File: src/rtl/core/fs20ook_pkg.sv
// Shared constants and types of the frame encoder.
`timescale 1ns / 1ps

package fs20ook_pkg;

	// Frame bits in one frame: 12 zeros, start bit, 5 x (byte + parity), stop bit.
	localparam int unsigned FRAME_BITS = 59;
	localparam int unsigned IDX_W      = 6;

	localparam logic [IDX_W-1:0] FRAME_LEN = IDX_W'(FRAME_BITS);

	localparam logic [7:0] CHECKSUM_OFFSET_RESET = 8'd6;

	// Chip counts per frame bit: on chips, and last phase of the bit.
	localparam logic [2:0] ONE_ON     = 3'd3;
	localparam logic [2:0] ZERO_ON    = 3'd2;
	localparam logic [2:0] ONE_LAST   = 3'd5;
	localparam logic [2:0] ZERO_LAST  = 3'd3;

	// Position of the chip generator inside the frame.
	typedef struct packed {
		logic [IDX_W-1:0] bit_idx;
		logic [2:0]       phase;
	} gen_pos_t;

	// Packer result: new position and how many frame bits were used up.
	typedef struct packed {
		gen_pos_t   pos;
		logic [1:0] consumed;
	} gen_step_t;

endpackage

File: src/rtl/core/fs20ook_frame_encoder_unit.sv
// Top level of the remote-switch frame encoder with on/off chip packing.
//
//   channel   dir   handshake              payload
//   input     in    in_valid / in_stall    house_code[15:0], address[7:0], command[7:0]
//   config    in    cfg_wr_en              cfg_wr_data[7:0] (checksum offset)
//   output    out   out_valid / out_stall  chip_byte[7:0], last
//
// One word in gives 30 to 40 chip words out. After a word is taken the
// checksum adder sums the four payload bytes one byte at a time, S_BUILD
// forms the 59-bit frame, then the packer emits one chip word per cycle
// unless the output stalls. The input is stalled from acceptance until
// the last chip word enters the output register, so output stalls while
// the packer runs lengthen the frame. Reset clears the sequencer and the
// output valid and loads checksum offset 6.
`timescale 1ns / 1ps

module fs20_ook_frame_encoder_unit (
	input  logic        clk,
	input  logic        arst_n,
	input  logic        in_valid,
	output logic        in_stall,
	input  logic [15:0] house_code,
	input  logic [7:0]  address,
	input  logic [7:0]  command,
	input  logic        cfg_wr_en,
	input  logic [7:0]  cfg_wr_data,
	output logic        out_valid,
	input  logic        out_stall,
	output logic [7:0]  chip_byte,
	output logic        last
);

	typedef enum logic [1:0] {
		S_IDLE,
		S_SUM,
		S_BUILD,
		S_RUN
	} state_t;

	state_t                           state_q;
	logic [7:0]                       offset_q;
	logic [7:0]                       hi_q;
	logic [7:0]                       lo_q;
	logic [7:0]                       addr_q;
	logic [7:0]                       cmd_q;
	logic [7:0]                       sum_q;
	logic [1:0]                       cnt_q;
	logic [fs20ook_pkg::FRAME_BITS-1:0] frame_q;
	fs20ook_pkg::gen_pos_t            pos_q;
	logic                             out_valid_q;
	logic [7:0]                       chip_byte_q;
	logic                             last_q;

	logic [7:0]             addend;
	logic [7:0]             pack_byte;
	fs20ook_pkg::gen_step_t pack_step;
	logic                   in_take;
	logic                   out_take;
	logic                   out_free;
	logic                   frame_done;

	assign in_stall  = (state_q != S_IDLE);
	assign in_take   = in_valid & ~in_stall;
	assign out_take  = out_valid_q & ~out_stall;
	assign out_free  = ~out_valid_q | ~out_stall;
	assign out_valid = out_valid_q;
	assign chip_byte = chip_byte_q;
	assign last      = last_q;

	// Operand select for the shared checksum adder: one byte per cycle.
	always_comb begin
		case (cnt_q)
			2'd0:    addend = hi_q;
			2'd1:    addend = lo_q;
			2'd2:    addend = addr_q;
			default: addend = cmd_q;
		endcase
	end

	// Next eight chips from the three frame bits at the head of the shifter.
	fs20ook_chip_pack u_pack (
		.frame_top (frame_q[fs20ook_pkg::FRAME_BITS-1 -: 3]),
		.pos       (pos_q),
		.chip_byte (pack_byte),
		.step      (pack_step)
	);

	// Padding chips past the stop bit are zero, so the word that reaches
	// the end of the frame is the last one.
	assign frame_done = (pack_step.pos.bit_idx == fs20ook_pkg::FRAME_LEN);

	always_ff @(posedge clk or negedge arst_n) begin
		if (!arst_n) begin
			state_q     <= S_IDLE;
			offset_q    <= fs20ook_pkg::CHECKSUM_OFFSET_RESET;
			hi_q        <= '0;
			lo_q        <= '0;
			addr_q      <= '0;
			cmd_q       <= '0;
			sum_q       <= '0;
			cnt_q       <= '0;
			frame_q     <= '0;
			pos_q       <= '0;
			out_valid_q <= 1'b0;
			chip_byte_q <= '0;
			last_q      <= 1'b0;
		end else begin
			if (cfg_wr_en) begin
				offset_q <= cfg_wr_data;
			end
			// Drop the output word once the far side takes it; while running,
			// the sequencer refills the register instead.
			if (out_take && state_q != S_RUN) begin
				out_valid_q <= 1'b0;
			end
			case (state_q)
				S_IDLE: begin
					if (in_take) begin
						hi_q    <= house_code[15:8];
						lo_q    <= house_code[7:0];
						addr_q  <= address;
						cmd_q   <= command;
						sum_q   <= offset_q;
						cnt_q   <= 2'd0;
						state_q <= S_SUM;
					end
				end
				S_SUM: begin
					// Accumulate the four payload bytes modulo 256.
					sum_q <= sum_q + addend;
					cnt_q <= cnt_q + 1'b1;
					if (cnt_q == 2'd3) begin
						state_q <= S_BUILD;
					end
				end
				S_BUILD: begin
					// Preamble, start bit, bytes with even parity, stop bit.
					frame_q <= {12'd0, 1'b1,
						hi_q, ^hi_q, lo_q, ^lo_q, addr_q, ^addr_q,
						cmd_q, ^cmd_q, sum_q, ^sum_q, 1'b0};
					pos_q   <= '0;
					state_q <= S_RUN;
				end
				S_RUN: begin
					// Advance one chip word whenever the output register frees up.
					if (out_free) begin
						out_valid_q <= 1'b1;
						chip_byte_q <= pack_byte;
						last_q      <= frame_done;
						pos_q       <= pack_step.pos;
						frame_q     <= frame_q << pack_step.consumed;
						if (frame_done) begin
							state_q <= S_IDLE;
						end
					end
				end
				default: begin
					state_q <= S_IDLE;
				end
			endcase
		end
	end

endmodule

File: src/rtl/core/fs20ook_chip_pack.sv
// Packs the next eight on/off chips of the frame into one word.
`timescale 1ns / 1ps

module fs20ook_chip_pack (
	input  logic [2:0]              frame_top,
	input  fs20ook_pkg::gen_pos_t   pos,
	output logic [7:0]              chip_byte,
	output fs20ook_pkg::gen_step_t  step
);

	always_comb begin
		logic [fs20ook_pkg::IDX_W-1:0] idx;
		logic [2:0]                    ph;
		logic [1:0]                    k;
		logic                          b;
		logic [2:0]                    n_on;
		logic [2:0]                    n_last;
		idx       = pos.bit_idx;
		ph        = pos.phase;
		k         = 2'd0;
		chip_byte = 8'd0;
		for (int i = 0; i < 8; i++) begin
			// At most two frame bits complete inside eight chips.
			case (k)
				2'd0:    b = frame_top[2];
				2'd1:    b = frame_top[1];
				default: b = frame_top[0];
			endcase
			n_on   = b ? fs20ook_pkg::ONE_ON : fs20ook_pkg::ZERO_ON;
			n_last = b ? fs20ook_pkg::ONE_LAST : fs20ook_pkg::ZERO_LAST;
			if (idx < fs20ook_pkg::FRAME_LEN) begin
				chip_byte[3'(7 - i)] = (ph < n_on);
				if (ph == n_last) begin
					ph  = 3'd0;
					idx = idx + 1'b1;
					k   = k + 1'b1;
				end else begin
					ph = ph + 1'b1;
				end
			end
		end
		step.pos.bit_idx = idx;
		step.pos.phase   = ph;
		step.consumed    = k;
	end

endmodule

File: config.mk
export PLATFORM = sky130hd
export DESIGN_NAME = fs20_ook_frame_encoder_unit
export DESIGN_NICKNAME = d
export VERILOG_FILES = /design/src/rtl/core/fs20ook_pkg.sv /design/src/rtl/core/fs20ook_frame_encoder_unit.sv /design/src/rtl/core/fs20ook_chip_pack.sv
export SDC_FILE = /design/constraint.sdc
export NUM_CORES = 1
export LEC_CHECK = 0
export BUFFER_PORTS_ARGS = -buffer_cell sky130_fd_sc_hd__clkbuf_2
export CAP_MARGIN = 20
export CORE_AREA = 2 2 142 144
export CTS_BUF_LIST = sky130_fd_sc_hd__clkbuf_8
export DETAILED_ROUTE_END_ITERATION = 12
export DIE_AREA = 0 0 144 146
export PLACE_DENSITY = 0.83
export SLEW_MARGIN = 30
export SYNTH_ARGS = -nofsm -noshare
export SYNTH_HDL_FRONTEND = slang
export SYNTH_SLANG_ARGS = --single-unit
File: constraint.sdc
create_clock -name clk -period 17.95 [get_ports clk]
set_input_delay 3.59 -clock clk [delete_from_list [all_inputs] [get_ports clk]]
set_output_delay 3.59 -clock clk [all_outputs]
set_load 0.005 [all_outputs]
==> impl_metrics.yaml <==
outcome:
  status: "completed"
cells_and_area:
  post-route-util: 0.657
  nFillCells: 1502
  fin_cells: 1621
  fin_nets: 1435
  regArea_sq_mm: 0.00316
  layout-drive-gt1-share: 0.183
  area_delta_synth_final_pct: 9.63
  n_antenna_cell: 0
  finalInstanceArea_sq_mm: 0.0127
  multi_input_area_sq_mm: 0.00809
setup_path:
  critPathKind: "reg2reg"
  cp.arrival_ns: 17.30
  slowest_stage: "or4_1"
  critical-path-top-delay-family: "compound AO/OA/AOI/OAI gates"
  critPathMaxFanout: 37
  crit_required_ns: 18.31
  cpMostUsedCell: "ha_1"
  end_kind: "flop"
  start_kind: "flop"
  cpPeakStageDelay_ns: 0.54
  critPathBufInv: 12
sta:
  fin_setup_tns_ns: 0
  fmax_mhz: 59.0
  finalMaxSlewViolations: 0
  finalCritPeriodShare: 0.943
  fin_skew_ns: 0.0133
  setup_violations: 0
  tightest_slew_ns: 0.900
  slew_headroom: 0.392
  hold_viol: 0
  layout_min_cycle_time_ns: 16.94
logic_synthesis:
  yosysSeqAreaShare: 0.272
  ys_types: 106
  synthArstFlopShare: 1.00
  ys_top_cells_by_count: "124 x dfrtp_1, 110 x nand2_1, 94 x nor2_1"
  yosysMostFrequentCell: "dfrtp_1"
  ys.flop_type: "dfrtp_1"
  post_synth.cell_area_avg_sq_um: 8.81
  synth-seq-cells: 126
  synthesis.area_sq_mm: 0.0116
  ys_top_cells_by_area: "dfrtp_1 27%, mux2i_1 6.8%, mux2_2 6.3%"
  synthesis.instances: 1316
  synth_top_cell_by_area: "dfrtp_1"
  synth-edff-count: 0
  yosysWarnings: 0
  yosysTopAreaCellShare: 0.268
global_routing:
  grt_overflow: 0
  grt_pass1_vias: 10455
  antenna_found_initial: 0
  grt_pass1_wl_um: 52600
  grt_max_degree: 72
  grtUsageTotal: 0.307
floorplanning:
  die-area_sq_mm: 0.0210
  fp-row-count: 51
  die_h_um: 146
  fp.dieW_um: 144
  start_util: 0.600
  placeableCoreArea_sq_mm: 0.0193
  ios: 56
pwr:
  power_density_mw_per_mm2: 197
  total_leakage_power_nw: 5.15
  peakVddDrop_v: 0.000139
hold_path:
  hold_class: "reg2reg"
route:
  wirelength_um: 32200
  vias_per_cell: 6.79
  dr.pass1.iters: 6
  vias: 11005
  drc: 0
  ant_nets: 0
  drt-initial-drc-count: 1169
  wl_per_cell_um: 19.9
job:
  cap_violations: 0
placement:
  gp_congestion: 0.912
  place_area_sq_mm: 0.0120
  io_buffers: 51
  post-place-cells: 1583
  place_hpwl_um: 23000
clock_network:
  cts-root-buf: "clkbuf_8"
  cts_buffers: 17
  clockBufferDepth: 2
  clk_latency_ns: 0.45
  cts.sinks: 126
  holdBufCountCts: 0
  cts-htree-levels: 4
  clkTransAtPathRegs_ns: 0.08
  tritoncts: "done"
[through the flow]
stage          power, mW  hold WS, ns  setup slack [ns]
2_1_floorplan       1.78        0.470              1.36
3_3_place_gp        2.09        0.466             0.577
3_5_place_dp        2.14        0.483            -0.327
4_1_cts             2.44        0.501            0.0468
5_1_grt             2.68        0.526           -0.0797
6_report            2.51        0.497              1.01
[timing repair]
item                                    CTS  global route
hold endpoints to repair                  0             0
gates resized for setup                   3            28
pin swaps                                 0             3
endpoints found under the setup margin   50            70
setup buffers                             0             7
[cell type report]
| class | count | share of cell area |
|---|---|---|
| multi-input combinational | 1069 | 0.637 |
| sequential | 126 | 0.248 |
| timing repair buffer | 82 | 0.0401 |
| tap | 265 | 0.0261 |
| clock buffer | 18 | 0.0195 |
| clock inverter | 13 | 0.0150 |
| inverter | 48 | 0.0142 |
[placed cells by master (no fill, tap or decap), types with 42 or more instances in the layout]
| cell type | count |
|---|---|
| mux2i_1 | 79 |
| nor2_1 | 94 |
| clkbuf_2 | 50 |
| nand2_1 | 107 |
| dfrtp_1 | 123 |
| ha_1 | 44 |
| xnor2_1 | 57 |
| o211ai_1 | 42 |
| o21ai_0 | 82 |
| mux2_2 | 65 |
| inv_1 | 45 |
[routing by layer]
metal / vias to the layer above / routed length, um / track usage
met5: - / 0 / 0
met4: 0 / 1480 / 0.151
met3: 126 / 1970 / 0.0392
met2: 505 / 15600 / 0.503
met1: 5314 / 13200 / 0.400
li1: 5060 / - / -
[logic make-up after synthesis]
logic type,synth area share
flip-flops,0.272
AND/OR/NAND/NOR,0.168
buffers and inverters,0.0463
adder cells (fa/ha/maj),0.0503
AO/OA/AOI/OAI,0.260
XOR/XNOR,0.0674
multiplexers,0.135
other,0.000323
[worst min-delay path, delay by kind of cell (launching register included)]
family	cells	cell delay [ns]
compound gates	1	0.06
flops	1	0.35
simple gates	1	0.05
[flip-flops by register name, summed over array words and instances (netlist names)]
signal,cells
cnt_q,2
pos_q,9
sum_q,8
out_valid,1
cmd_q,8
last,1
addr_q,8
frame_q,59
offset_q,8
state_q,2
hi_q,8
chip_byte,4
lo_q,8
[power breakdown]
group          switching [mW]  internal (mW)
Combinational           0.959          0.687
Clock                   0.121          0.155
Sequential              0.173          0.409
Total                    1.25           1.25
[path summary, 6_finish.rpt]
kind,start,end,slack [ns],depth (start not counted)
min in group asynchronous,arst_n,chip_byte[2],3.18,1
min reg2reg,chip_byte[1],chip_byte[1],0.50,2
max in group asynchronous,arst_n,pos_q[2],13.62,2
min,chip_byte[1],chip_byte[1],0.50,2
max,pos_q[3],frame_q[44],1.01,77
max reg2reg,pos_q[3],frame_q[44],1.01,77
Power figures use the tool's default switching activity.
